**config.mk**
```make
export PLATFORM = sky130hd
export DESIGN_NAME = sfir_adder_tree
export DESIGN_NICKNAME = d
export VERILOG_FILES = /design/src/symmetric_fir_filter_core_macros.svh /design/src/sfir_pkg.sv /design/src/sfir_adder_tree.sv
export SDC_FILE = /design/constraint.sdc
export NUM_CORES = 2
export LEC_CHECK = 0
export ABC_AREA = 0
export BUFFER_PORTS_ARGS = -buffer_cell sky130_fd_sc_hd__buf_2
export CAP_MARGIN = 20
export CORE_ASPECT_RATIO = 1.4
export CORE_UTILIZATION = 30
export CTS_BUF_LIST = sky130_fd_sc_hd__clkbuf_8
export CTS_CLUSTER_DIAMETER = 80
export DETAILED_ROUTE_END_ITERATION = 8
export PLACE_DENSITY = 0.5
export SYNTH_ARGS = -nofsm -noshare
export SYNTH_HDL_FRONTEND = slang
export SYNTH_SLANG_ARGS = --single-unit
export TNS_END_PERCENT = 50
```
**constraint.sdc**
```tcl
create_clock -name clk -period 3.5 [get_ports clk]
set_input_delay 0.7 -clock clk [delete_from_list [all_inputs] [get_ports clk]]
set_output_delay 0.7 -clock clk [all_outputs]
set_load 0.03 [all_outputs]
```
**src/symmetric_fir_filter_core_macros.svh**
```systemverilog
// Assertion macros for the symmetric FIR filter core
`ifndef SYMMETRIC_FIR_FILTER_CORE_MACROS_SVH
`define SYMMETRIC_FIR_FILTER_CORE_MACROS_SVH

// same-cycle implication
`define SFIR_ASSERT_IMPL(lbl, clk, rst_n, ante, cons, msg) \
	lbl: assert property (@(posedge clk) disable iff (!rst_n) (ante) |-> (cons)) \
		else $error(msg);

// next-cycle implication
`define SFIR_ASSERT_NEXT(lbl, clk, rst_n, ante, cons, msg) \
	lbl: assert property (@(posedge clk) disable iff (!rst_n) (ante) |=> (cons)) \
		else $error(msg);

`endif

```
**src/sfir_pkg.sv**
```systemverilog
// Shared types, widths and coefficient table for the symmetric FIR filter
package sfir_pkg;

	localparam int COEF_WIDTH = 14;
	localparam int SUM_WIDTH  = 32;
	localparam int COEF_COUNT = 24;

	typedef logic signed [COEF_WIDTH-1:0] coef_t;
	typedef logic signed [SUM_WIDTH-1:0]  sum_t;

	// weights beyond the table are zero
	function automatic coef_t coef(input int unsigned k);
		coef_t c;
		unique case (k)
			0:  c = 14'sd7425;
			1:  c = 14'sd6141;
			2:  c = 14'sd3984;
			3:  c = 14'sd1619;
			4:  c = -14'sd295;
			5:  c = -14'sd1341;
			6:  c = -14'sd1456;
			7:  c = -14'sd904;
			8:  c = -14'sd114;
			9:  c = 14'sd510;
			10: c = 14'sd742;
			11: c = 14'sd576;
			12: c = 14'sd173;
			13: c = -14'sd246;
			14: c = -14'sd514;
			15: c = -14'sd569;
			16: c = -14'sd453;
			17: c = -14'sd260;
			18: c = -14'sd84;
			19: c = 14'sd24;
			20: c = 14'sd59;
			21: c = 14'sd48;
			22: c = 14'sd25;
			default: c = '0;
		endcase
		return c;
	endfunction

endpackage

```
**src/sfir_adder_tree.sv**
```systemverilog
// Registered binary adder tree over the pair products
module sfir_adder_tree #(
	parameter int LEAF_COUNT = 24
) (
	input  logic           clk,
	input  logic           adv,
	input  sfir_pkg::sum_t leaf [LEAF_COUNT],
	output sfir_pkg::sum_t sum
);

	localparam int PAD = 1 << $clog2(LEAF_COUNT);

	sfir_pkg::sum_t node  [2*PAD-1];
	sfir_pkg::sum_t sum_q [PAD-1];

	for (genvar i = 0; i < PAD; i++) begin : g_leaf
		if (i < LEAF_COUNT) begin : g_used
			assign node[PAD-1+i] = leaf[i];
		end else begin : g_pad
			assign node[PAD-1+i] = '0;
		end
	end

	for (genvar i = 0; i < PAD - 1; i++) begin : g_node
		assign node[i] = sum_q[i];
		always_ff @(posedge clk) begin
			if (adv) begin
				sum_q[i] <= node[2*i+1] + node[2*i+2];
			end
		end
	end

	assign sum = sum_q[0];

endmodule
```
==> impl_metrics.csv <==
group,metric,value,unit
status,status,"finished, violations left",
status,violations,"DRC",
yosys,synth_ff_type,"edfxtp_1",
critical_path,r2r_cells,13,
yosys,syn-mean-instance-area,10.5,um^2
critical_path,cp_slowest_stage_delay,410,ps
clock_tree,cts_tree,"yes",
sta,max_freq,300,MHz
floorplanning,die_h,516,um
global_routing,grt_pass1_vias,45600,
detailed_routing,dr_wl_met2,84.7,mm
yosys,yosysWarnings,0,
final_layout,num-fill-cells,19000,
place,place_area,65700,um^2
final_layout,multiInputGateArea,33000,um^2
critical_path,slowest_stage,"fa_1",
global_routing,grt_usage,18.0,%
global_routing,grt_pass1_wl,263,mm
critical_path,cp_cell_sequence,"ha_1, fa_1, a211oi_2, nor2_1, o311ai_2, buf_4, a211oi_1, nor2_1, a21oi_2, a311oi_2, o21ai_1, a221oi_2, xnor2_1",
final_layout,drive_gt1_share,19.9,%
sta,slew_violations,0,
global_routing,antenna_found_initial,7,
yosys,ys_ff_latch,768,
yosys,yosysUniqueCellTypes,79,
final_layout,design_area,68500,um^2
detailed_routing,detail_route.first_pass.iterations,9,
floorplanning,die_w,369,um
sta,worst_pin_slew,832,ps
sta,setup_viol,0,
hold_path,holdPathStages,1,
yosys,async_flop_share,0,%
detailed_routing,drt_iter0_drc,3069,
yosys,syn_area,56600,um^2
floorplanning,io_pins,802,
detailed_routing,met3_length,8.69,mm
critical_path,crit_buf_inv,1,
clock_tree,cts_buffers,141,
detailed_routing,ant_nets,0,
clock_tree,path_clk_slew,60,ps
sta,period_share,95.1,%
final_layout,largestRegisters,"sum_q x768",
place,gp_congestion,0.897,
critical_path,critPathKind,"reg2reg",
sta,layout_min_cycle_time,3330,ps
critical_path,cp.depth,13,
place,pre_cts_ws,-627,ps
sta,skew,43.2,ps
detailed_routing,drc_errors,296,
clock_tree,htreeDepth,4,
critical_path,worstPathRequired,4100,ps
critical_path,end_kind,"flop",
sta,grt_setup_unrepaired,"true",
place,dp.final_hpwl,144,mm
yosys,netlist_instances,5414,
final_layout,top_register,"sum_q",
critical_path,critPathTopFamily,"compound AO/OA/AOI/OAI gates",
detailed_routing,via_per_inst,5.03,
pwr,p_leak,29.7,nW
final_layout,largest_register_ff_count,768,
place,portBuffers,801,
floorplanning,core,187000,um^2
pwr,finalPower,0.0489,W
yosys,synth_common_cells,"edfxtp_1 (768), ha_1 (713), a21oi_1 (643), xnor2_1 (457), a21o_1 (350)",
global_routing,grt_overflow,0,
hold_path,hold_path_class,"in2reg",
run,maxCapViolCount,0,
yosys,ys_top_cells_by_area,"edfxtp_1 (41%), ha_1 (16%), xnor2_1 (7.1%)",
clock_tree,root_buffer,"clkbuf_8",
detailed_routing,wl_per_cell,19.3,um
critical_path,cpMostUsedCell,"nor2_1",
sta,setup_slack,171,ps
final_layout,finalNetCount,8082,
sta,relSlewSlack,44.3,%
yosys,synth.most_common_cell,"edfxtp_1",
clock_tree,cts_sinks,768,
global_routing,grt_max_degree,107,
pwr,power_per_cell_area,714,nW/um^2
floorplanning,dieArea,191000,um^2
final_layout,seqCellArea,23100,um^2
yosys,synth_nets,6920,
yosys,synth-edff-count,768,
floorplanning,rows,188,
sta,hold_viol_final,0,
critical_path,cp_max_fo,3,
critical_path,crit_path_start_kind,"flop",
final_layout,synthToLayoutAreaGrowth,20.9,%
yosys,synth_top_cell_by_area,"edfxtp_1",
yosys,ys_seq_area_share,40.7,%
yosys,synth_top_area_share,40.7,%
detailed_routing,wl_met1,78.9,mm
pwr,peakVddDrop,405,uV
detailed_routing,totalWireLength,176,mm
clock_tree,holdBufCountCts,0,
clock_tree,clk_path_buf_depth,3,
critical_path,critPathArrivalTime,3930,ps
detailed_routing,via_count,46000,
floorplanning,start_util,30.2,%
detailed_routing,top_layer,"met4",
clock_tree,clk-insertion-delay-late,860,ps
[report_power, final]
| group | total [W] | internal (W) | switching, W |
|---|---|---|---|
| registers | 0.0161 | 0.0146 | 0.00152 |
| clock network | 0.00823 | 0.00420 | 0.00404 |
| logic | 0.0245 | 0.0104 | 0.0141 |
| total | 0.0489 | 0.0292 | 0.0197 |
[final cells by class]
cell class / instances / share of cell area (%)
Inverter: 147 / 0.805
Multi-Input combinational cell: 4448 / 48.1
Sequential cell: 768 / 33.7
Clock buffer: 142 / 2.85
Tap cell: 2470 / 4.51
Antenna cell: 8 / 0.0292
Clock inverter: 103 / 0.975
Timing Repair Buffer: 1070 / 9.03
[layout by cell type, fill, tap and decap left out, drive strengths merged, types with 108 or more instances in the layout]
cell    Yosys  final
nor2      321    321
clkbuf     47    142
inv       147    186
buf         4   1070
ha        713    713
nand2     293    293
a21oi     643    643
o21ai     316    316
xnor2     457    457
xor2      224    224
a21o      350    350
edfxtp    768    768
nand3     108    108
[through the flow]
stage	std cells	TNS, ps	utilization [%]	hold slack (ps)
after floorplan	5414	0	-	400
after global placement	8901	-11670	35.1	403
after detailed placement	8901	-13150	35.1	405
after CTS	9146	0	36.5	1.09
after global routing	9151	-66.4	36.5	55.0
final	9156	0	36.5	122
[worst reg2reg max path, delay by kind of cell, from the launching register on]
kind	cells	cell delay, ps
compound gates	7	1520
xor+xnor	1	90
fa+ha+maj	2	650
buf+inv	1	180
flops	1	370
simple gates	2	270
[cells by family after synthesis]
logic type                 count (synthesis)  synth area share [%]
DFF                                      768                  40.7
and+or+nand+nor                         1155                  9.79
adders and majority gates                736                  16.6
xor gates and xnor gates                 681                  10.5
buffers and inverters                    198                  1.31
AOI/OAI and AO/OA                       1876                  21.1
[per-layer routing]
layer,vias to the layer above,track usage [%]
li1,23000,-
met4,0,5.05
met1,21700,23.2
met3,186,2.68
met5,-,0
met2,1213,30.8
[path summary, 6_finish.rpt]
| check | from | end | slack [ps] |
|---|---|---|---|
| worst min register to register | sum_q[0][173] | sum_q[0][77] | 410 |
| worst min-delay path | adv | sum_q[1][201] | 120 |
| worst max-delay path | sum_q[0][64] | sum_q[0][30] | 170 |
| worst max register to register | sum_q[0][64] | sum_q[0][30] | 170 |
[timing repair]
item / CTS / global route
setup buffers: 0 / 2
setup endpoints to repair: 0 / 28
resized for setup: 0 / 27
No activity file was read; power rests on OpenSTA's default activity.
