===== src/symmetric_fir_filter_core_macros.svh =====
// Assertion macros for the symmetric FIR filter core
`ifndef SYMMETRIC_FIR_FILTER_CORE_MACROS_SVH
`define SYMMETRIC_FIR_FILTER_CORE_MACROS_SVH

// same-cycle implication
`define SFIR_ASSERT_IMPL(lbl, clk, rst_n, ante, cons, msg) \
	lbl: assert property (@(posedge clk) disable iff (!rst_n) (ante) |-> (cons)) \
		else $error(msg);

// next-cycle implication
`define SFIR_ASSERT_NEXT(lbl, clk, rst_n, ante, cons, msg) \
	lbl: assert property (@(posedge clk) disable iff (!rst_n) (ante) |=> (cons)) \
		else $error(msg);

`endif


===== src/sfir_pkg.sv =====
// Shared types, widths and coefficient table for the symmetric FIR filter
package sfir_pkg;

	localparam int COEF_WIDTH = 14;
	localparam int SUM_WIDTH  = 32;
	localparam int COEF_COUNT = 24;

	typedef logic signed [COEF_WIDTH-1:0] coef_t;
	typedef logic signed [SUM_WIDTH-1:0]  sum_t;

	// weights beyond the table are zero
	function automatic coef_t coef(input int unsigned k);
		coef_t c;
		unique case (k)
			0:  c = 14'sd7425;
			1:  c = 14'sd6141;
			2:  c = 14'sd3984;
			3:  c = 14'sd1619;
			4:  c = -14'sd295;
			5:  c = -14'sd1341;
			6:  c = -14'sd1456;
			7:  c = -14'sd904;
			8:  c = -14'sd114;
			9:  c = 14'sd510;
			10: c = 14'sd742;
			11: c = 14'sd576;
			12: c = 14'sd173;
			13: c = -14'sd246;
			14: c = -14'sd514;
			15: c = -14'sd569;
			16: c = -14'sd453;
			17: c = -14'sd260;
			18: c = -14'sd84;
			19: c = 14'sd24;
			20: c = 14'sd59;
			21: c = 14'sd48;
			22: c = 14'sd25;
			default: c = '0;
		endcase
		return c;
	endfunction

endpackage


===== src/sfir_mac.sv =====
// Pre-add and multiply cell for one symmetric tap pair
module sfir_mac #(
	parameter int SAMPLE_WIDTH = 16,
	parameter int INDEX        = 0
) (
	input  logic                           clk,
	input  logic                           adv,
	input  logic signed [SAMPLE_WIDTH-1:0] a,
	input  logic signed [SAMPLE_WIDTH-1:0] b,
	output sfir_pkg::sum_t                 prod_s2
);

	localparam int PRE_WIDTH  = SAMPLE_WIDTH + 1;
	localparam int PROD_WIDTH = PRE_WIDTH + sfir_pkg::COEF_WIDTH;
	localparam sfir_pkg::coef_t COEF = sfir_pkg::coef(INDEX);

	logic signed [PRE_WIDTH-1:0]                      pre_s1;
	logic signed [PROD_WIDTH-1:0]                     mul;
	logic        [PROD_WIDTH+sfir_pkg::SUM_WIDTH-1:0] mul_ext;

	assign mul     = pre_s1 * COEF;
	assign mul_ext = {{sfir_pkg::SUM_WIDTH{mul[PROD_WIDTH-1]}}, mul};

	always_ff @(posedge clk) begin
		if (adv) begin
			pre_s1  <= PRE_WIDTH'(a) + PRE_WIDTH'(b);
			prod_s2 <= mul_ext[sfir_pkg::SUM_WIDTH-1:0];
		end
	end

endmodule


===== config.mk =====
export PLATFORM = sky130hd
export DESIGN_NAME = sfir_mac
export DESIGN_NICKNAME = d
export VERILOG_FILES = /design/src/symmetric_fir_filter_core_macros.svh /design/src/sfir_pkg.sv /design/src/sfir_mac.sv
export SDC_FILE = /design/constraint.sdc
export NUM_CORES = 1
export LEC_CHECK = 0
export BUFFER_PORTS_ARGS = -buffer_cell sky130_fd_sc_hd__buf_4
export CAP_MARGIN = 5
export CORE_ASPECT_RATIO = 1.4
export CORE_UTILIZATION = 40
export DETAILED_ROUTE_END_ITERATION = 12
export PLACE_DENSITY_LB_ADDON = 0.2
export SLEW_MARGIN = 5
export SYNTH_ARGS = -nofsm -noshare
export SYNTH_HDL_FRONTEND = slang
export SYNTH_SLANG_ARGS = --single-unit

===== constraint.sdc =====
create_clock -name clk -period 7.2 [get_ports clk]
set_clock_uncertainty 0.05 [all_clocks]
set_input_delay 1.44 -clock clk [delete_from_list [all_inputs] [get_ports clk]]
set_output_delay 1.44 -clock clk [all_outputs]
set_load 0.02 [all_outputs]

==> results of run 1 <==
per-layer routing:
| metal | vias up | routed length, microns | track usage, % | share of wire (%) |
|---|---|---|---|---|
| met5 | - | 0 | 0 | 0 |
| met4 | 0 | 131 | 5.108 | 1.5 |
| met3 | 6 | 249 | 2.224 | 2.9 |
| met2 | 58 | 4577 | 26.35 | 53 |
| met1 | 1611 | 3602 | 15.38 | 42 |
| li1 | 1772 | - | - | - |
metrics by stage:
stage               utilization (%)  hold WS (ps)
CTS                           47.32         536.0
floorplan                         -         460.9
global placement              46.23         496.5
global route                  47.32         555.8
detailed placement            46.23         516.5
finish                        47.32         524.4
worst register-to-register path, delay by kind of cell, from the launching register on:
family                     cells  cell delay [ps]
AOI/OAI and AO/OA              6             1110
buffers and inverters          4              290
adders and majority gates      7             2750
DFF                            1              500
xor gates and xnor gates       1               80
synth_stat cells, drive strengths merged:
cell type    n  area share, %
o22ai        1           0.12
o21bai       7           0.99
xor2         9            1.5
nor4         1           0.12
nand3        6           0.57
clkbuf       2           0.14
ha         113             27
or3          1           0.12
a211o        3           0.50
nor2b        3           0.35
a21oi       29            2.7
a211oi       4           0.57
o311ai       1           0.17
buf          1           0.14
o31a         2           0.33
a22oi        1           0.14
nand3b       1           0.14
nand4        6           0.71
o21a         3           0.43
or2          1           0.12
edfxtp      48             27
xnor2       26            4.3
o31ai        2           0.28
o21ai       18            1.7
nor2        15            1.1
nand2        8           0.57
inv         94            6.7
fa          48             18
a21o        13            1.8
a31o         2           0.50
a32o         1           0.19
nor3         2           0.19
a31oi        1           0.12
o21ba        1           0.19
o41ai        1           0.31
flip-flops by register name, summed over array words and instances (netlist names):
signal	count
pre_s1	17
prod_s2	31
worst max-delay path by stage:
stage	start	cells past startpoint	slack, ps	to
2_1_floorplan	pre_s1[16]	18	2490	prod_s2[29]
3_3_place_gp	pre_s1[15]	18	2200	prod_s2[29]
3_5_place_dp	pre_s1[15]	18	2080	prod_s2[29]
4_1_cts	pre_s1[15]	18	2090	prod_s2[29]
5_1_grt	pre_s1[15]	18	1800	prod_s2[29]
6_report	pre_s1[15]	18	2160	prod_s2[29]
cell families (layout without fill, tap and decap cells):
family	Yosys count	after routing	share of synthesized area, %
buffers and inverters	97	167	6.957
xor gates and xnor gates	35	35	5.798
AOI/OAI and AO/OA	90	90	11.12
adders and majority gates	161	161	44.91
DFF	48	48	27.26
and+or+nand+nor	44	44	3.952
area by class of cell:
type / count / area share (%)
clock inverters: 2 / 0.1848
repair buffers: 65 / 8.010
flip-flops and latches: 48 / 23.66
inverters: 94 / 5.792
multi-input cells: 330 / 57.10
well taps: 153 / 3.142
clock buffers: 6 / 2.115
==> impl_metrics.py, run 1 <==
metrics = {
    "routing": {
        "drc": 0,
        "vias": 3447,
        "ant_nets": 0,
        "drt_iter0_markers": 99,
        "drt_wl_total_microns": 8561,
        "via_per_inst": 4.938,
        "wl_per_cell_microns": 12.27,
        "dr.pass1.iters": 6,
    },
    "final_layout": {
        "syn_to_final_growth_pct": 15.22,
        "fillerInstances": 1204,
        "final_net_count": 739,
        "final_common_cell": "ha_1",
        "drive_above_1_share_pct": 13.94,
        "fin_area_sq_um": 6092,
        "stdcell_count": 698,
        "most-common-layout-cells": "113 x ha_1, 94 x inv_1, 65 x buf_4, 48 x fa_1, 48 x edfxtp_1",
        "multiInputGateArea_sq_um": 3478,
        "num_antenna_cells": 0,
        "regArea_sq_um": 1441,
    },
    "worst_hold_path": {
        "whs_path_depth": 0,
        "hp-class": "flip-flop to flip-flop",
        "min_to": "prod_s2[1]",
        "worstHoldStart": "pre_s1[1]",
    },
    "run_status": {
        "outcome": "finished clean",
    },
    "placed_design": {
        "post-place-ws_ps": 2082,
        "dp_cells": 690,
        "place_area_sq_um": 5952,
        "place.gp.congestion": 0.8389,
        "io_buffers": 65,
        "dp_hpwl_microns": 7352,
    },
    "sta": {
        "tightest_slew_ps": 834.2,
        "timing.final.crit_share_pct": 70.00,
        "setup_viol": 0,
        "rsz0062_at_grt": "false",
        "hold_viol_final": 0,
        "setup_tns_ps": 0,
        "period_minus_slack_ps": 5040,
        "drv_slew": 0,
        "relSlewSlack_pct": 44.33,
        "fmax_mhz": 198.4,
        "fin_ws_ps": 2160,
    },
    "grt": {
        "grt_pass1_vias": 3564,
        "overflow": 0,
        "grt_pass1_wl_microns": 15390,
        "antenna_found_initial": 0,
        "grt_max_degree": 49,
        "track_usage_pct": 13.91,
    },
    "clocking": {
        "cts_tree": "yes",
        "cts_num_sinks": 48,
        "clk_pin_slew_ps": 60,
        "htreeDepth": 2,
        "postCtsHoldBufs": 0,
        "cts_resized": 0,
        "insertion_delay_ps": 290,
        "cts_inserted_buffers": 5,
        "clock-root-buffer": "clkbuf_16",
        "cts_setup_buffers": 0,
        "clockBufferDepth": 2,
    },
    "floorplanning": {
        "die_w_microns": 99.17,
        "die_h_microns": 138.0,
        "initial_core_util_pct": 41.07,
        "io_pins": 66,
        "rows": 49,
        "dieArea_sq_um": 13690,
        "coreArea_sq_um": 12870,
    },
    "worst_setup_path": {
        "crit_fanout": 7,
        "rr_startpoint": "pre_s1[15]",
        "reg2reg_depth": 18,
        "cp.buffers_inverters": 4,
        "cp_data_arrival_time_ps": 5030,
        "cp_slowest_cell": "fa_1",
        "start_kind": "flip-flop",
        "r2r-end": "prod_s2[29]",
        "crit_chain": "inv_1, ha_1, fa_1, fa_1, inv_1, ha_1, ha_1, inv_1, fa_1, inv_1, ha_1, a21o_1, a21oi_1, o311ai_0, a21oi_1, o21bai_1, a21oi_1, xnor2_1",
        "crit_required_ps": 7190,
        "r2r_slack_ps": 2160,
        "crit_family": "adder cells",
        "cp-end-kind": "flip-flop",
        "critPathKind": "flip-flop to flip-flop",
        "critPathMaxStageDelay_ps": 540,
    },
    "synth": {
        "postSynthCellCount": 475,
        "synth-seq-area-share_pct": 27.26,
        "synth_warnings": 0,
        "ys_ff_latch": 48,
        "syn_nets": 670,
        "yosysUniqueCellTypes": 37,
        "synth_area_sq_um": 5288,
        "avgSynthCellArea_sq_um": 11.13,
    },
    "run": {
        "maxCapViolCount": 0,
    },
}
Power of run 1 is left out: the tool's default activity adds up to more than one toggle a clock period on the data nets, which glitch-free logic cannot reach.
==> run 2: changes to the inputs <==
==> constraint.sdc (replaced) <==
create_clock -name clk -period 5 [get_ports clk]
set_clock_uncertainty 0.05 [all_clocks]
set_input_delay 1 -clock clk [delete_from_list [all_inputs] [get_ports clk]]
set_output_delay 1 -clock clk [all_outputs]
set_load 0.02 [all_outputs]
==> run 2 against run 1 <==
Effect of this change: routed wire length is 7.3% higher; first-iteration DRC count down 19%; maximum frequency rose by 4.3%; cell area up 3.8%; final cell count rose by 3.0%; non-clock buffer count rose by 21; sequential share of layout area shrank 0.88 points.
==> impl_metrics.py, run 2 (synthesized netlist as in run 1, its figures left out) <==
metrics = {
    "run_status": {
        "outcome": "finished clean",
    },
    "floorplanning": {
        "die_w_microns": 99.17,
        "dieArea_sq_um": 13690,
        "rows": 49,
        "coreArea_sq_um": 12870,
        "io_pins": 66,
        "die_h_microns": 138.0,
        "initial_core_util_pct": 41.07,
    },
    "final_layout": {
        "final_net_count": 760,
        "fillerInstances": 1194,
        "drive_above_1_share_pct": 19.26,
        "num_antenna_cells": 0,
        "fin_area_sq_um": 6326,
        "most-common-layout-cells": "106 x ha_1, 94 x inv_1, 86 x buf_4, 48 x fa_1, 48 x edfxtp_1",
        "final_common_cell": "ha_1",
        "stdcell_count": 719,
        "largest_register_ffs": 31,
        "syn_to_final_growth_pct": 19.64,
        "reg.largest.list": "prod_s2: 31 flops, pre_s1: 17 flops",
        "largest-register": "prod_s2",
    },
    "grt": {
        "grt_max_degree": 49,
        "overflow": 0,
        "grt_pass1_vias": 3607,
        "antenna_found_initial": 0,
        "grt_pass1_wl_microns": 15740,
        "gr-usage-met3_pct": 2.326,
        "track_usage_pct": 14.28,
        "grt.busiest_layer": "met2",
        "use_met1_pct": 15.32,
        "use_met2_pct": 27.86,
    },
    "routing": {
        "ant_nets": 0,
        "wl_per_cell_microns": 12.78,
        "drt_wl_total_microns": 9190,
        "vias": 3585,
        "drc": 0,
        "drt_iter0_markers": 80,
        "dr.pass1.iters": 4,
        "via_per_inst": 4.986,
    },
    "sta": {
        "hold_ws_ps": 481.4,
        "setup_viol": 0,
        "timing.final.crit_share_pct": 96.64,
        "period_minus_slack_ps": 4832,
        "drv_slew": 0,
        "relSlewSlack_pct": 60.73,
        "fmax_mhz": 207.0,
        "hold_viol_final": 0,
        "tightest_slew_ps": 589.0,
    },
    "worst_setup_path": {
        "start_kind": "flip-flop",
        "cp_data_arrival_time_ps": 4820,
        "critPathKind": "flip-flop to flip-flop",
        "crit_required_ps": 4990,
        "crit_fanout": 6,
        "cp-end-kind": "flip-flop",
    },
    "clocking": {
        "clockBufferDepth": 2,
        "insertion_delay_ps": 290,
        "postCtsHoldBufs": 0,
        "cts_tree": "yes",
        "htreeDepth": 2,
        "clk_pin_slew_ps": 60,
        "cts_num_sinks": 48,
        "cts_inserted_buffers": 5,
        "clock-root-buffer": "clkbuf_16",
    },
    "placed_design": {
        "dp_cells": 699,
        "dp_hpwl_microns": 7766,
        "place.gp.congestion": 0.8420,
        "io_buffers": 65,
        "place_area_sq_um": 6020,
    },
    "worst_hold_path": {
        "hp-class": "flip-flop to flip-flop",
    },
    "run": {
        "maxCapViolCount": 0,
    },
}
==> run 2: worst paths after layout <==
kind                  start  slack, ps           to  depth (start not counted)
setup / recovery  pre_s1[9]        170  prod_s2[30]                         15
hold / removal    pre_s1[2]        480   prod_s2[2]                          0
setup reg to reg  pre_s1[9]        170  prod_s2[30]                         15
hold reg to reg   pre_s1[2]        480   prod_s2[2]                          0
==> run 2: area by class of cell <==
| cell class | instances | area, sq um | area share (%) |
|---|---|---|---|
| tap | 153 | 191.4 | 3.026 |
| sequential | 48 | 1441 | 22.78 |
| inverter | 94 | 352.8 | 5.578 |
| clock buffer | 6 | 128.9 | 2.037 |
| clock inverter | 2 | 11.26 | 0.1780 |
| multi-input combinational | 330 | 3555 | 56.19 |
| timing repair buffer | 86 | 645.6 | 10.21 |
==> run 2: critical path, cell delays in order, from the launching register on <==
cell and delay [ps]:
edfxtp_1 470, buf_4 180, ha_1 300, fa_1 460
fa_1 490, ha_1 310, ha_1 280, inv_1 50
fa_1 490, inv_1 40, ha_1 380, a211oi_1 140
a32o_1 280, a31o_4 230, o31ai_1 340, xnor2_1 90
==> run 2: per-stage QoR <==
stage                     worst slack (ps)  setup TNS (ps)  util [%]
after floorplan                      285.4               0         -
after global placement              -37.22          -37.22     46.75
after detailed placement            -41.76          -41.76     46.75
after CTS                            2.998               0     48.02
after global routing                -8.564          -9.625     49.14
final                                167.9               0     49.14
==> run 2: layer usage <==
layer  wire length [microns]  share of wire, %
met1                    3678                40
met2                    5148                56
met3                     236               2.6
met4                     127               1.4
met5                       0                 0
==> run 2: repair_timing <==
action,CTS,global route
setup buffers,3,9
pin swaps,0,2
gates resized for setup,0,13
gates cloned,0,0
endpoints found under the setup margin,1,5
Power of run 2 is left out for the same reason.
==> run 3: changes to the inputs <==
--- a/config.mk
+++ b/config.mk
@@ -5,10 +5,11 @@
 export SDC_FILE = /design/constraint.sdc
 export NUM_CORES = 1
 export LEC_CHECK = 0
+export ABC_AREA = 1
 export BUFFER_PORTS_ARGS = -buffer_cell sky130_fd_sc_hd__buf_4
 export CAP_MARGIN = 5
 export CORE_ASPECT_RATIO = 1.4
-export CORE_UTILIZATION = 40
+export CORE_UTILIZATION = 48
 export DETAILED_ROUTE_END_ITERATION = 12
 export PLACE_DENSITY_LB_ADDON = 0.2
 export SLEW_MARGIN = 5
==> run 3 against run 2 <==
Effect of this change: final cell count rose by 31%; first-iteration DRC count increased by 88%; core utilization grew 8.0 points; cell area grew 8.3%; global-route usage rose by 6.3 points; sequential cell count stayed put; worst setup slack improved by 150 ps; via count up 31%; area after synthesis up 13%; synthesized cell count up 52%; critical path type unchanged; largest cell class unchanged.
==> impl_metrics.py, run 3 <==
metrics = {
    "run_status": {
        "outcome": "finished clean",
    },
    "routing": {
        "wl_per_cell_microns": 12.96,
        "dr.pass1.iters": 4,
        "drt_iter0_markers": 150,
        "ant_nets": 0,
        "via_per_inst": 4.993,
        "vias": 4703,
        "drt_wl_total_microns": 12210,
        "drc": 0,
    },
    "clocking": {
        "cts_tree": "yes",
        "clockBufferDepth": 2,
        "postCtsHoldBufs": 0,
        "cts_num_sinks": 48,
        "clock-root-buffer": "clkbuf_16",
        "cts_setup_buffers": 0,
        "htreeDepth": 2,
        "insertion_delay_ps": 300,
        "cts_resized": 0,
        "clk_pin_slew_ps": 70,
        "cts_inserted_buffers": 5,
    },
    "worst_setup_path": {
        "rr_startpoint": "pre_s1[16]",
        "critPathMaxStageDelay_ps": 590,
        "crit_required_ps": 5000,
        "crit_chain": "ha_1, fa_1, inv_1, fa_1, inv_1, ha_1, ha_1, fa_1, ha_1, nand2_1, nor2_1, inv_1, nor2_2, nand3b_1, nand4_1, nand2_1",
        "crit_fanout": 9,
        "r2r_slack_ps": 320,
        "cp-end-kind": "flip-flop",
        "cpMostUsedCell": "ha_1",
        "reg2reg_depth": 16,
        "cp_slowest_cell": "edfxtp_1",
        "start_kind": "flip-flop",
        "cp_data_arrival_time_ps": 4690,
        "critPathKind": "flip-flop to flip-flop",
        "r2r-end": "prod_s2[28]",
    },
    "placed_design": {
        "place_area_sq_um": 6666,
        "place.gp.congestion": 0.8710,
        "io_buffers": 65,
        "dp_hpwl_microns": 10600,
        "dp_cells": 932,
    },
    "run": {
        "maxCapViolCount": 0,
    },
    "final_layout": {
        "num_antenna_cells": 0,
        "reg.largest.list": "prod_s2: 31 flops, pre_s1: 17 flops",
        "largest_register_ffs": 31,
        "fin_area_sq_um": 6853,
        "stdcell_count": 942,
        "syn_to_final_growth_pct": 14.32,
        "final_common_cell": "nand2_1",
        "largest-register": "prod_s2",
        "drive_above_1_share_pct": 10.94,
        "final_net_count": 989,
        "most-common-layout-cells": "200 x nand2_1, 162 x inv_1, 113 x ha_1, 68 x buf_4",
    },
    "floorplanning": {
        "initial_core_util_pct": 49.97,
        "die_w_microns": 96.45,
        "io_pins": 66,
        "coreArea_sq_um": 12000,
        "die_h_microns": 134.2,
        "rows": 47,
        "dieArea_sq_um": 12950,
    },
    "worst_hold_path": {
        "worstHoldStart": "pre_s1[7]",
        "whs_path_depth": 0,
        "hp-class": "flip-flop to flip-flop",
        "min_to": "prod_s2[7]",
    },
    "synth": {
        "avgSynthCellArea_sq_um": 8.326,
        "synth_flop_cell": "edfxtp_1",
        "synthTopCellsByArea": "edfxtp_1 24%, ha_1 24%, fa_1 16%",
        "ys_ff_latch": 48,
        "syn_nets": 915,
        "yosys-mux-area-fraction_pct": 0,
        "synth_most_common_cell": "nand2_1",
        "postSynthCellCount": 720,
        "synth-edff-count": 48,
        "yosysUniqueCellTypes": 23,
        "synth_commonest_cells": "200 x nand2_1, 162 x inv_1, 113 x ha_1",
        "synth_top_area_share_pct": 24.05,
        "yosys.area_share.simple_pct": 19.79,
        "synthAdderAreaFrac_pct": 39.62,
        "async_reset_ff_share_pct": 0,
        "yosys.area_share.xor_xnor_pct": 2.776,
        "synth-seq-area-share_pct": 24.05,
        "synth_area_sq_um": 5994,
        "synth_top_family_by_area": "adder cells",
        "synth.largest_area_cell": "edfxtp_1",
        "synth_compound_gate_area_share_pct": 3.507,
        "synth_warnings": 0,
    },
    "sta": {
        "setup_tns_ps": 0,
        "tightest_slew_ps": 609.0,
        "fmax_mhz": 213.6,
        "drv_slew": 0,
        "timing.final.crit_share_pct": 93.63,
        "hold_viol_final": 0,
        "relSlewSlack_pct": 59.40,
        "setup_viol": 0,
        "rsz0062_at_grt": "false",
        "period_minus_slack_ps": 4682,
    },
    "grt": {
        "antenna_found_initial": 0,
        "grt_pass1_wl_microns": 20650,
        "grt_pass1_vias": 4714,
        "overflow": 0,
        "grt_max_degree": 49,
        "track_usage_pct": 20.60,
    },
}
[run 3: changes by cell type after synthesis, sizes merged, moves of 4 or more]
cell    previous run  this run
o21ai             18         8
a211oi             4         0
xor2               9        16
inv               94       162
nand2              8       201
xnor2             26         3
a21o              13         0
nor2              15        46
nand3              6        31
a21oi             29        25
[run 3: through the flow]
step / utilization, % / hold WS (ps) / setup slack (ps)
2_1_floorplan: - / 460.9 / 741.6
3_3_place_gp: 55.57 / 492.0 / 299.4
3_5_place_dp: 55.57 / 514.1 / 298.0
4_1_cts: 57.00 / 535.0 / 285.4
5_1_grt: 57.12 / 558.2 / 56.51
6_report: 57.12 / 526.1 / 318.3
[run 3: cell families after synthesis]
| group | count (synthesis) |
|---|---|
| buf+inv | 163 |
| flops | 48 |
| fa+ha+maj | 161 |
| xor+xnor | 19 |
| compound gates | 37 |
| simple gates | 292 |
[run 3: final cells by class]
cell class	instances	area, sq um
Clock buffer	5	125.1
Clock inverter	3	46.29
Fill cell	1103	5144
Inverter	162	608.1
Multi-Input combinational cell	509	3938
Sequential cell	48	1441
Tap cell	147	183.9
Timing Repair Buffer	68	510.5
[run 3: worst max-delay path by stage]
stage / start / to / slack [ps] / depth (start not counted)
final: pre_s1[16] / prod_s2[28] / 320 / 16
after global routing: pre_s1[16] / prod_s2[29] / 60 / 17
after CTS: pre_s1[15] / prod_s2[28] / 290 / 18
after detailed placement: pre_s1[15] / prod_s2[28] / 300 / 18
after global placement: pre_s1[16] / prod_s2[28] / 300 / 16
after floorplan: pre_s1[16] / prod_s2[28] / 740 / 17
[run 3: per-layer routing]
layer	share of wire (%)	global-route usage, %	up-vias	routed length (microns)
li1	-	-	2407	-
met1	37	21.43	2144	4547
met2	54	38.15	115	6543
met3	3.4	2.721	37	418
met4	5.7	11.93	0	699
met5	0	0	-	0
[run 3: critical path: cells and delay by family, from the launching register on]
kind                       cells  cell delay, ps
DFF                            1             590
buffers and inverters          3             180
and+or+nand+nor                6             770
adders and majority gates      7            2870
Power of run 3 is left out for the same reason.
