## src/symmetric_fir_filter_core_macros.svh

```systemverilog
// Assertion macros for the symmetric FIR filter core
`ifndef SYMMETRIC_FIR_FILTER_CORE_MACROS_SVH
`define SYMMETRIC_FIR_FILTER_CORE_MACROS_SVH

// same-cycle implication
`define SFIR_ASSERT_IMPL(lbl, clk, rst_n, ante, cons, msg) \
	lbl: assert property (@(posedge clk) disable iff (!rst_n) (ante) |-> (cons)) \
		else $error(msg);

// next-cycle implication
`define SFIR_ASSERT_NEXT(lbl, clk, rst_n, ante, cons, msg) \
	lbl: assert property (@(posedge clk) disable iff (!rst_n) (ante) |=> (cons)) \
		else $error(msg);

`endif

```

## src/sfir_tap_cell.sv

```systemverilog
// One delay-line cell: holds a sample and takes its neighbour's on each item
module sfir_tap_cell #(
	parameter int WIDTH = 16
) (
	input  logic                    clk,
	input  logic                    arst_n,
	input  logic                    shift,
	input  logic signed [WIDTH-1:0] din,
	output logic signed [WIDTH-1:0] tap_q
);

	always_ff @(posedge clk or negedge arst_n) begin
		if (!arst_n) begin
			tap_q <= '0;
		end else if (shift) begin
			tap_q <= din;
		end
	end

endmodule

```

## config.mk

```make
export PLATFORM = sky130hd
export DESIGN_NAME = sfir_tap_cell
export DESIGN_NICKNAME = d
export VERILOG_FILES = /design/src/symmetric_fir_filter_core_macros.svh /design/src/sfir_tap_cell.sv
export SDC_FILE = /design/constraint.sdc
export NUM_CORES = 1
export LEC_CHECK = 0
export BUFFER_PORTS_ARGS = -buffer_cell sky130_fd_sc_hd__buf_4
export CAP_MARGIN = 30
export CORE_MARGIN = 4
export CORE_UTILIZATION = 38
export CTS_BUF_LIST = sky130_fd_sc_hd__clkbuf_8 sky130_fd_sc_hd__clkbuf_16
export DETAILED_ROUTE_END_ITERATION = 10
export PLACE_DENSITY_LB_ADDON = 0.25
export RECOVER_POWER = 25
export SYNTH_ARGS = -nofsm -noshare
export SYNTH_HDL_FRONTEND = slang
export SYNTH_SLANG_ARGS = --single-unit
```

## constraint.sdc

```tcl
create_clock -name clk -period 0.8 [get_ports clk]
set_input_delay 0.12 -clock clk [delete_from_list [all_inputs] [get_ports clk]]
set_output_delay 0.12 -clock clk [all_outputs]
set_load 0.02 [all_outputs]
```

==> summary.txt, run 1 <==
Clock tree
  – Number of sinks handled by clock tree synthesis: 16
  – Clock tree root driver cell: sky130_fd_sc_hd__clkbuf_8
  – Clock network latency to the later pin of the worst-skew pair: approximately 0.24 ns
  – Clock tree from TritonCTS: yes
  – Number of levels the H-tree was split into: 1
  – CTS Buf Count: 3
  – Clock tree buffer depth: 2
  – Clock-pin slew of the registers on the worst-case setup and hold paths: 0.06 ns

Yosys
  – Post-synthesis compound-gate area fraction: 0%
  – Post-Syn Instances: 34
  – Synth top area cells: sky130_fd_sc_hd__dfrtp_1 62%, sky130_fd_sc_hd__mux2_4 23%, sky130_fd_sc_hd__mux2_2 10%, sky130_fd_sc_hd__buf_12 3.1%, sky130_fd_sc_hd__buf_6 1.7%
  – Parity-gate share of the synthesized area counting xor and xnor cells: 0%
  – Summed instance area of the synthesized netlist: 649.4 um^2
  – Adder-Cell Fraction of Synth Area: 0%
  – Dominant combinational cell family by area after synthesis: multiplexers
  – Unique cell type count in the Yosys netlist: 5
  – Area fraction in and, or, nand and nor cells after synthesis: 0%
  – Syn Area/Cell: 19.10 um^2
  – Synth Register Bits: 16
  – Multiplexer area fraction after synthesis: around a third
  – Net count after synthesis: 53
  – Proportion of synthesized chip area in sequential cells: roughly three fifths
  – Area share of the largest cell type after synthesis: roughly three fifths
  – Syn. warnings: 0
  – Cell type with the highest aggregate area in the netlist: sky130_fd_sc_hd__dfrtp_1

Timing
  – Final worst-path setup slack: -0.1029 ns
  – RSZ-0062 raised after global routing: true
  – Setup clock skew after layout: 0 ns
  – Maximum clock rate: 1107 MHz
  – Max-slew violation total from the final report: 0
  – Number of setup violations in the final report: 18
  – Post-route fraction of the period consumed by the critical path: 112.9%
  – Max-slew headroom at the worst pin: 74.49%
  – Final hold violations: 0
  – Post-layout minimum cycle time: 0.9029 ns
  – Actual slew at the worst max-slew pin: 0.3827 ns

Floorplanning
  – Top Ports: 35
  – Die Ht: 49.34 um
  – Overall die area: ~2400 um^2
  – Placeable core area: between 1500 and 2000 um^2
  – Core Rows: 14
  – Effective utilization at floorplan: 41.65%
  – Width of the chip: 49.34 um

Route
  – Routed wirelength normalized by instance count: 16.13 um
  – Antenna-violating nets left: 0
  – Overall via count from detail_route: approximately 400
  – Number of DRC violations after detailed-routing iteration 0: 4
  – DRC violation count after routing: 0
  – DR vias/cell: 4.655
  – Number of iterations in the first detailed-routing pass: 2
  – WL final: ~1400 um

Pwr
  – P per Cell Area: around 2000 nW/um^2
  – Overall power after layout: 2.055 mW
  – Leakage: 0.4912 nW
  – Worst ir drop on vdd: 1.123 mV

GRT
  – Overall fraction of global-route tracks in use: 12.51%
  – Wire length of the first global-routing pass: around 2300 um
  – Vias in the first global route: 481
  – Overflow left after global routing: 0
  – Number of antenna violations at the first check in global routing: 0
  – Maximum number of pins on one net before global-route repair: 17

Final layout
  – Registers with the highest flip-flop counts: tap_q: 16 flops
  – Max reg flops: 16
  – Post-layout util: 66.29%
  – Layout-stage area growth over the synthesis result: 59.15%
  – Largest Register: tap_q
  – Fraction of final layout cells sized beyond drive strength 1: between 90% and 100%
  – Ant diodes: 0
  – Final net count: 92

Job
  – Maximum Capacitance Violations: 0

Setup path
  – Kind of start point of the critical path: flop
  – WP buf/inv: 1
  – Worst Path Max Fanout: 2
  – CP Capture Type: output port
  – Critical Path, Cell by Cell: buf_6
  – Cell family contributing the most delay on the critical path: flip-flops
  – Critical-path cell with the highest stage delay: sky130_fd_sc_hd__dfrtp_2
  – Start-to-end type of the worst setup path: reg -> out
  – Worst path arrival time: 0.78 ns
  – Peak per-stage delay on the critical path: 0.41 ns
  – Required time at the worst-slack endpoint: 0.68 ns

Placed design
  – Placer's final routability congestion estimate: ~0.66
  – Count of buffers from port buffering: 34

Worst hold path
  – Type of the worst min-delay path: in -> reg

Run status
  – Outcome: finished with violations
  – Violated checks: negative setup slack
-- worst paths after layout --
check,from,end,slack (ns),cells after the start
setup / recovery,tap_q[3],tap_q[3],-0.10,1
hold / removal,din[8],tap_q[8],0.11,2
setup reg to reg,tap_q[8],tap_q[8],-0.09,2
hold reg to reg,tap_q[15],tap_q[15],0.53,1
max in group asynchronous,arst_n,tap_q[0],0.17,2
min in group asynchronous,arst_n,tap_q[12],0.34,2
-- final cells by class --
| class | instances | area (um^2) |
|---|---|---|
| well taps | 16 | 20.02 |
| clock buffers | 3 | 41.29 |
| flip-flops and latches | 16 | 420.4 |
| fillers | 111 | 525.5 |
| multi-input cells | 16 | 217.7 |
| repair buffers | 36 | 334.1 |
-- placed cells by master (no fill, tap or decap) --
master	n
sky130_fd_sc_hd__buf_4	17
sky130_fd_sc_hd__buf_6	17
sky130_fd_sc_hd__clkbuf_2	1
sky130_fd_sc_hd__clkbuf_8	3
sky130_fd_sc_hd__dfrtp_2	16
sky130_fd_sc_hd__dlygate4sd3_1	1
sky130_fd_sc_hd__mux2_2	6
sky130_fd_sc_hd__mux2_4	10
-- timing repair --
| item | in CTS | in global routing |
|---|---|---|
| buffers inserted | 1 | 0 |
| hold buffers | 1 | 0 |
| resized for setup | 17 | 0 |
| endpoints found under the hold margin | 16 | 0 |
| setup endpoints to repair | 16 | 26 |
| pin swaps | 0 | 0 |
-- metrics by stage --
stage               worst slack, ns  cells  instance area (um^2)  hold slack [ns]  setup TNS (ns)
floorplan                  -0.02224     34                 669.4          -0.1756         -0.3024
global placement           -0.05703     82                 913.4         -0.01129         -0.5120
detailed placement         -0.07437     82                 913.4         -0.01018         -0.6930
CTS                         -0.1119     87                  1036           0.1041          -1.762
global route                -0.1312     87                  1033           0.1064          -2.129
finish                      -0.1029     87                  1033           0.1102          -1.628
-- power by group --
group | internal [mW] | switching [mW]
Sequential | 0.906 | 0.0608
Combinational | 0.317 | 0.208
Clock | 0.332 | 0.230
-- cells by family (layout without fill, tap and decap cells) --
kind of cell | count (synthesis) | after routing
buffers and inverters | 2 | 39
flip-flops | 16 | 16
multiplexers | 16 | 16
-- Yosys cell counts --
| cell | n |
|---|---|
| sky130_fd_sc_hd__mux2_2 | 6 |
| sky130_fd_sc_hd__mux2_4 | 10 |
| sky130_fd_sc_hd__dfrtp_1 | 16 |
| sky130_fd_sc_hd__buf_12 | 1 |
| sky130_fd_sc_hd__buf_6 | 1 |
-- per-layer routing --
metal / vias to the layer above / GRT usage, % / share of wire [%]
met5: - / 0 / 0
met4: 0 / 5.687 / 0
met3: 0 / 2.446 / 5.1
met2: 14 / 21.88 / 53
met1: 200 / 14.56 / 42
li1: 191 / - / -
No activity file was read; power rests on OpenSTA's default activity.
==> inputs of run 2 (changes only) <==
- ABC_AREA: default -> 1
==> run 2 against run 1 <==
- clock power rose by 3.6%
- flip-flop and latch count did not move
- final cell count rose by 51%
- combinational power fell by 1%
- critical path type unchanged
- sequential power fell by 3.2%
- fmax fell by 0.35%
- the flow still finishes with violations (negative setup slack)
- sequential share of layout area fell by 3.5 points
- count of clock-buffer cells in the layout did not move
- first-iteration DRC count rose by 50%
- critical path depth did not move
==> summary.txt, run 2 <==
Yosys
  – Area fraction in and, or, nand and nor cells after synthesis: 29.90% (+30 points)
  – Area share of the largest cell type after synthesis: 62.14% (+0.48 points)
  – Synth Register Bits: 16 (unchanged)
  – Most used flip-flop cell after synthesis: sky130_fd_sc_hd__dfrtp_1
  – Unique cell type count in the Yosys netlist: 6 (+1)
  – Summed instance area of the synthesized netlist: 644.4 um^2 (-0.77%)
  – Proportion of synthesized chip area in sequential cells: 62.14% (+0.48 points)
  – Top cells by instance count after synthesis: 43 x sky130_fd_sc_hd__nand2_1, 16 x sky130_fd_sc_hd__dfrtp_1, 5 x sky130_fd_sc_hd__nand2_2
  – Synth top area cells: sky130_fd_sc_hd__dfrtp_1 62%, sky130_fd_sc_hd__nand2_1 25%, sky130_fd_sc_hd__nand2_2 4.9%, sky130_fd_sc_hd__buf_6 3.5%, sky130_fd_sc_hd__buf_12 3.1%
  – Adder-Cell Fraction of Synth Area: 0% (unchanged)
  – Parity-gate share of the synthesized area counting xor and xnor cells: 0% (unchanged)
  – Syn. warnings: 0 (unchanged)
  – Post-synthesis compound-gate area fraction: 0% (unchanged)
  – Number of flops mapped to enable cells by yosys: 0 (unchanged)
  – Syn Area/Cell: 9.476 um^2 (-50%)
  – Cell type with the highest aggregate area in the netlist: sky130_fd_sc_hd__dfrtp_1
  – Multiplexer area fraction after synthesis: 0% (-34 points)
  – Most common cell in the synthesized netlist: sky130_fd_sc_hd__nand2_1
  – Post-Syn Instances: 68 (+100%)
  – Proportion of synthesized flip-flops having asynchronous set or reset: 100.0% (unchanged)
  – Net count after synthesis: 87 (+64%)
  – Dominant combinational cell family by area after synthesis: simple AND/OR/NAND/NOR gates

Placed design
  – Pre-CTS setup slack: 0.1151 ns (+0.1894 ns)
  – Placer's final routability congestion estimate: 0.6585 (about the same)
  – Total half-perimeter wirelength after legalization and detailed placement: around 980 um
  – Count of buffers from port buffering: 34 (unchanged)

Setup path
  – Cell family contributing the most delay on the critical path: flip-flops
  – Start-to-end type of the worst setup path: reg -> out
  – Worst-case register-to-register setup slack: -0.04 ns (+0.05 ns)
  – Worst path arrival time: 0.79 ns (about the same)
  – Required time at the worst-slack endpoint: 0.68 ns (about the same)
  – Worst R2R Start: tap_q[6]
  – Peak per-stage delay on the critical path: 0.40 ns (about the same)
  – Critical R2R Capture: tap_q[6]
  – Worst setup path endpoint: tap_q[4]
  – WP buf/inv: 1 (unchanged)
  – CP startpoint: tap_q[4]
  – Cells on worst reg2reg path: 4 (+2)
  – Critical Path Stages: 1 (unchanged)
  – Kind of start point of the critical path: flop
  – Worst Path Max Fanout: 2 (unchanged)
  – CP Capture Type: output port
  – Critical Path, Cell by Cell: buf_6
  – Critical-path cell with the highest stage delay: sky130_fd_sc_hd__dfrtp_1

Final layout
  – Ant diodes: 0 (unchanged)
  – Fraction of final layout cells sized beyond drive strength 1: 47.83% (-51 points)
  – Layout-stage area growth over the synthesis result: 66.99%
  – Max reg flops: 16 (unchanged)
  – Most used cells in the layout excluding fill and tap cells: 43 x sky130_fd_sc_hd__nand2_1, 29 x sky130_fd_sc_hd__buf_4, 16 x sky130_fd_sc_hd__buf_6, 16 x sky130_fd_sc_hd__dfrtp_1, 5 x sky130_fd_sc_hd__nand2_2
  – Largest Register: tap_q
  – Final net count: 136 (+48%)
  – Most common cell after layout, fill and taps aside: sky130_fd_sc_hd__nand2_1
  – Registers with the highest flip-flop counts: tap_q: 16 flops

Floorplanning
  – Top Ports: 35 (unchanged)
  – Placeable core area: 1559 um^2 (unchanged)
  – Width of the chip: 49.18 um (-0.32%)
  – Overall die area: 2419 um^2 (-0.65%)
  – Core Rows: 14 (unchanged)
  – Die Ht: 49.18 um (-0.32%)
  – Effective utilization at floorplan: 41.33% (-0.32 points)

Run status
  – Outcome: finished with violations
  – Violated checks: negative setup slack

Route
  – Overall via count from detail_route: 576 (+42%)
  – Number of iterations in the first detailed-routing pass: 4 (+2)
  – Routed wirelength normalized by instance count: 11.85 um (-26%)
  – Number of DRC violations after detailed-routing iteration 0: 6 (+2)
  – DR vias/cell: 4.397 (-5.5%)
  – Antenna-violating nets left: 0 (unchanged)
  – DRC violation count after routing: 0 (unchanged)
  – WL final: 1553 um (+11%)

Clock tree
  – Clock tree root driver cell: sky130_fd_sc_hd__clkbuf_8
  – Clock-pin slew of the registers on the worst-case setup and hold paths: 0.06 ns (about the same)
  – Clock tree from TritonCTS: yes
  – Number of sinks handled by clock tree synthesis: 16 (unchanged)
  – Number of levels the H-tree was split into: 1 (unchanged)
  – Clock network latency to the later pin of the worst-skew pair: 0.24 ns (about the same)
  – Clock tree buffer depth: 2 (unchanged)
  – CTS Buf Count: 3 (unchanged)

Timing
  – Post-layout minimum cycle time: 0.9061 ns (+0.003141 ns)
  – Final worst-path setup slack: -0.1061 ns (-0.003141 ns)
  – Post-route fraction of the period consumed by the critical path: 113.3% (+0.39 points)
  – Max-slew headroom at the worst pin: 74.62% (+0.14 points)
  – Max-slew violation total from the final report: 0 (unchanged)
  – Post-Route Hold Slack: 0.07192 ns (-0.03832 ns)
  – RSZ-0062 raised after global routing: true
  – Final hold violations: 0 (unchanged)
  – Maximum clock rate: 1104 MHz (-0.35%)
  – Number of setup violations in the final report: 17 (-1)
  – Actual slew at the worst max-slew pin: 0.3806 ns (-0.002072 ns)
  – Setup clock skew after layout: 0 ns (unchanged)

GRT
  – Maximum number of pins on one net before global-route repair: 18 (+1)
  – Number of antenna violations at the first check in global routing: 0 (unchanged)
  – Overall fraction of global-route tracks in use: 14.28% (+1.8 points)
  – Overflow left after global routing: 0 (unchanged)
  – Vias in the first global route: 577 (+20%)
  – Wire length of the first global-routing pass: 2573 um (+12%)

Pwr
  – Sequential share of power: 45.9% (-1.2 points)
  – P per Cell Area: 1894 nW/um^2 (-4.8%)
  – Overall power after layout: 2.038 mW (-0.83%)
  – Part of the total power dissipated in the clock network: 28.6% (+1.2 points)
  – Leakage: 0.6085 nW (+24%)
  – Total net switching power: 0.5344 mW (+7.0%)
  – Fraction of power spent switching nets: 26.22% (+1.9 points)
  – Worst ir drop on vdd: 1.233 mV (+9.8%)
  – Total internal power: 1.504 mW (-3.3%)
  – Combinational cell fraction of total power: 25.5% (about the same)

Job
  – Maximum Capacitance Violations: 0 (unchanged)

Worst hold path
  – Type of the worst min-delay path: in -> reg
## run 2: worst register-to-register path: cells and delay by family, from the launching register on
kind | cells | cell delay, ns
buffers and inverters | 2 | 0.25
AND/OR/NAND/NOR | 2 | 0.09
flip-flops | 1 | 0.38
## run 2: worst min path at each step
stage	from	endpoint	slack (ns)	depth (start not counted)
after CTS	din[5]	tap_q[5]	0.07	3
after global routing	din[2]	tap_q[2]	0.07	3
final	din[5]	tap_q[5]	0.07	3
after floorplan	arst_n	tap_q[0]	-0.18	0
after detailed placement	arst_n	tap_q[7]	-0.01	1
after global placement	arst_n	tap_q[1]	-0.01	1
## run 2: kinds of logic (layout without fill, tap and decap cells)
| logic type | count (synthesis) | count (layout) |
|---|---|---|
| DFF | 16 | 16 |
| and+or+nand+nor | 48 | 48 |
| buffers and inverters | 4 | 51 |
## run 2: cell type report
cell class / instances / area [um^2]
repair buffers: 47 / 412.9
inverters: 1 / 8.758
multi-input cells: 48 / 192.7
flip-flops and latches: 16 / 400.4
fillers: 133 / 483.0
well taps: 16 / 20.02
clock buffers: 3 / 41.29
## run 2: timing repair
action                                  in CTS  in global routing
buffers inserted                             8                  4
endpoints found under the hold margin       16                  0
endpoints found under the setup margin      16                 16
pin swaps                                    0                  0
gates resized for setup                     16                  0
hold buffers                                 1                  0
## run 2: power groups by stage
stage / Combinational (mW) / Clock [mW] / Sequential (mW)
after CTS: 0.500 / 0.602 / 0.933
after floorplan: 0.109 / 0 / 1.03
after detailed placement: 0.395 / 0 / 0.939
after global placement: 0.390 / 0 / 0.939
final: 0.520 / 0.582 / 0.936
after global routing: 0.562 / 0.652 / 0.945
## run 2: metal layers
layer	up-vias	wire, um	global-route usage (%)
met5	-	0	0
met4	0	33	7.109
met3	5	121	6.728
met2	17	847	24.33
met1	258	551	14.42
li1	296	-	-
## run 2: stage by stage
| step | util, % | cells | TNS (ns) | cell area [um^2] |
|---|---|---|---|---|
| after floorplan | - | 68 | 0 | 644.4 |
| after global placement | 56.26 | 115 | 0 | 877.1 |
| after detailed placement | 56.26 | 115 | 0 | 877.1 |
| final | 69.02 | 131 | -1.504 | 1076 |
| after CTS | 67.26 | 127 | -1.505 | 1049 |
| after global routing | 69.02 | 131 | -2.077 | 1076 |
==> inputs of run 3 (changes only) <==
- BUFFER_PORTS_ARGS: -buffer_cell sky130_fd_sc_hd__buf_4 -> -buffer_cell sky130_fd_sc_hd__buf_2
- CORE_MARGIN: 4 -> 5
==> run 3 against run 2 <==
- sequential power barely moved
- clock skew did not move
- first-iteration DRC count rose by 33%
- via count rose by 3.0%
- critical path depth did not move
- register-to-register slack barely moved
- the run still ends with negative setup slack left
- sequential share of layout area rose by 0.48 points
- critical endpoint is now tap_q[0]
- hold slack barely moved
- critical path type unchanged
- final cell count rose by 2.3%
- flip-flop and latch count did not move
- non-clock buffer count rose by 2
- largest cell class is now sequential cells
- clock power rose by 21%
==> summary.txt, run 3 (synthesis gave the netlist of run 2 again) <==
Clock tree
  – Number of levels the H-tree was split into: 1 (unchanged)
  – CTS Buf Count: 3 (unchanged)
  – Clock-pin slew of the registers on the worst-case setup and hold paths: 0.06 ns (about the same)
  – Clock network latency to the later pin of the worst-skew pair: 0.24 ns (about the same)
  – Clock tree root driver cell: sky130_fd_sc_hd__clkbuf_8
  – Number of sinks handled by clock tree synthesis: 16 (unchanged)
  – Clock tree buffer depth: 2 (unchanged)
  – Clock tree from TritonCTS: yes

Setup path
  – Critical Path, Cell by Cell: buf_6
  – Cell family contributing the most delay on the critical path: flip-flops
  – Worst Path Max Fanout: 2 (unchanged)
  – Peak per-stage delay on the critical path: 0.40 ns (about the same)
  – CP Capture Type: output port
  – Critical-path cell with the highest stage delay: sky130_fd_sc_hd__dfrtp_1
  – WP buf/inv: 1 (unchanged)
  – Required time at the worst-slack endpoint: 0.68 ns (about the same)
  – Kind of start point of the critical path: flop
  – Start-to-end type of the worst setup path: reg -> out
  – Worst path arrival time: 0.78 ns (about the same)

Final layout
  – Fraction of final layout cells sized beyond drive strength 1: 49.15% (+1.3 points)
  – Post-layout util: 68.14% (-0.88 points)
  – Final net count: 138 (+1.5%)
  – Registers with the highest flip-flop counts: tap_q: 16 flops
  – Ant diodes: 0 (unchanged)
  – Most common cell after layout, fill and taps aside: sky130_fd_sc_hd__nand2_1
  – Max reg flops: 16 (unchanged)
  – Most used cells in the layout excluding fill and tap cells: 43 x sky130_fd_sc_hd__nand2_1, 17 x sky130_fd_sc_hd__buf_2, 16 x sky130_fd_sc_hd__buf_6, 16 x sky130_fd_sc_hd__dfrtp_1, 14 x sky130_fd_sc_hd__buf_4
  – Layout-stage area growth over the synthesis result: 64.85%
  – Register area: 400.4 um^2 (unchanged)
  – Area of the multi-input gates: 192.7 um^2 (unchanged)
  – Number of fillers in the final layout: 134 (+0.75%)
  – Largest Register: tap_q

Floorplanning
  – Overall die area: 2619 um^2 (+8.3%)
  – Top Ports: 35 (unchanged)
  – Effective utilization at floorplan: 41.33% (unchanged)
  – Die Ht: 51.18 um (+4.1%)
  – Placeable core area: 1559 um^2 (unchanged)
  – Width of the chip: 51.18 um (+4.1%)
  – Core Rows: 14 (unchanged)

Pwr
  – Worst ir drop on vdd: 1.162 mV (-5.8%)
  – Leakage: 0.6105 nW (+0.33%)
  – Overall power after layout: 2.141 mW (+5.1%)
  – P per Cell Area: 2016 nW/um^2 (+6.4%)

Route
  – WL final: 1550 um (-0.19%)
  – Number of DRC violations after detailed-routing iteration 0: 8 (+2)
  – Routed wirelength normalized by instance count: 11.57 um (-2.4%)
  – DR vias/cell: 4.425 (+0.65%)
  – Antenna-violating nets left: 0 (unchanged)
  – DRC violation count after routing: 0 (unchanged)
  – Number of iterations in the first detailed-routing pass: 3 (-1)
  – Overall via count from detail_route: 593 (+3.0%)

Run status
  – Violated checks: negative setup slack
  – Outcome: finished with violations

GRT
  – Wire length of the first global-routing pass: 2463 um (-4.3%)
  – Overflow left after global routing: 0 (unchanged)
  – Maximum number of pins on one net before global-route repair: 17 (-1)
  – Number of antenna violations at the first check in global routing: 0 (unchanged)
  – Vias in the first global route: 581 (+0.69%)
  – Overall fraction of global-route tracks in use: 12.45% (-1.8 points)

Timing
  – Total negative setup slack: -1.543 ns (-0.03928 ns)
  – Max-slew headroom at the worst pin: 74.24% (-0.39 points)
  – Actual slew at the worst max-slew pin: 0.3864 ns (+0.005788 ns)
  – Post-layout minimum cycle time: 0.8994 ns (-0.006636 ns)
  – Post-route fraction of the period consumed by the critical path: 112.4% (-0.83 points)
  – Maximum clock rate: 1112 MHz (+0.74%)
  – RSZ-0062 raised after global routing: true
  – Max-slew violation total from the final report: 0 (unchanged)
  – Final worst-path setup slack: -0.09945 ns (+0.006636 ns)
  – Setup clock skew after layout: 0 ns (unchanged)
  – Number of setup violations in the final report: 18 (+1)
  – Final hold violations: 0 (unchanged)

Job
  – Maximum Capacitance Violations: 0 (unchanged)

Placed design
  – Placer's final routability congestion estimate: 0.6220 (-5.5%)
  – Count of buffers from port buffering: 34 (unchanged)
  – Total half-perimeter wirelength after legalization and detailed placement: 1037 um (+6.0%)

Worst hold path
  – Type of the worst min-delay path: in -> reg
[run 3: routing by layer]
layer | part of all wire [%] | vias to the layer above | global-route usage (%)
met1 | 40 | 270 | 13.68
met3 | 6.2 | 2 | 3.488
met4 | 0.52 | 0 | 5.381
li1 | - | 303 | -
met2 | 53 | 18 | 22.32
met5 | 0 | - | 0
[run 3: stage by stage]
stage          setup WS [ns]  hold WS, ns  area, um^2  instances
2_1_floorplan         0.1185      -0.1756       644.4         68
3_3_place_gp          0.1125      0.04866       807.0        117
3_5_place_dp         0.09928      0.04882       807.0        117
4_1_cts              -0.1035      0.07278        1025        129
5_1_grt              -0.1258      0.07728        1062        134
6_report            -0.09945      0.07232        1062        134
[run 3: area by class of cell]
class | count | share of cell area (%)
clock buffers | 4 | 5.183
inverters | 1 | 0.8245
multi-input cells | 48 | 18.14
flip-flops and latches | 16 | 37.69
well taps | 16 | 1.885
repair buffers | 49 | 36.28
[run 3: where the power goes]
part	leakage [nW]	internal, mW	switching, mW
combinational	0.387	0.271	0.233
sequential	0.195	0.882	0.0530
clock	0.0288	0.436	0.267
[run 3: path summary, 6_finish.rpt]
check	slack, ns	cells past startpoint	to	start
setup reg to reg	-0.04	4	tap_q[12]	tap_q[12]
setup / recovery	-0.1	1	tap_q[0]	tap_q[0]
hold reg to reg	0.50	2	tap_q[10]	tap_q[10]
hold / removal	0.07	3	tap_q[14]	din[14]
min in group asynchronous	0.32	2	tap_q[15]	arst_n
max in group asynchronous	0.20	2	tap_q[4]	arst_n
[run 3: what timing repair did]
| item | 4_1_cts | 5_1_grt |
|---|---|---|
| endpoints found under the hold margin | 16 | 0 |
| hold buffers | 1 | 0 |
| resized for setup | 32 | 0 |
| setup endpoints to repair | 16 | 16 |
| cloned | 0 | 0 |
| buffers inserted | 7 | 5 |
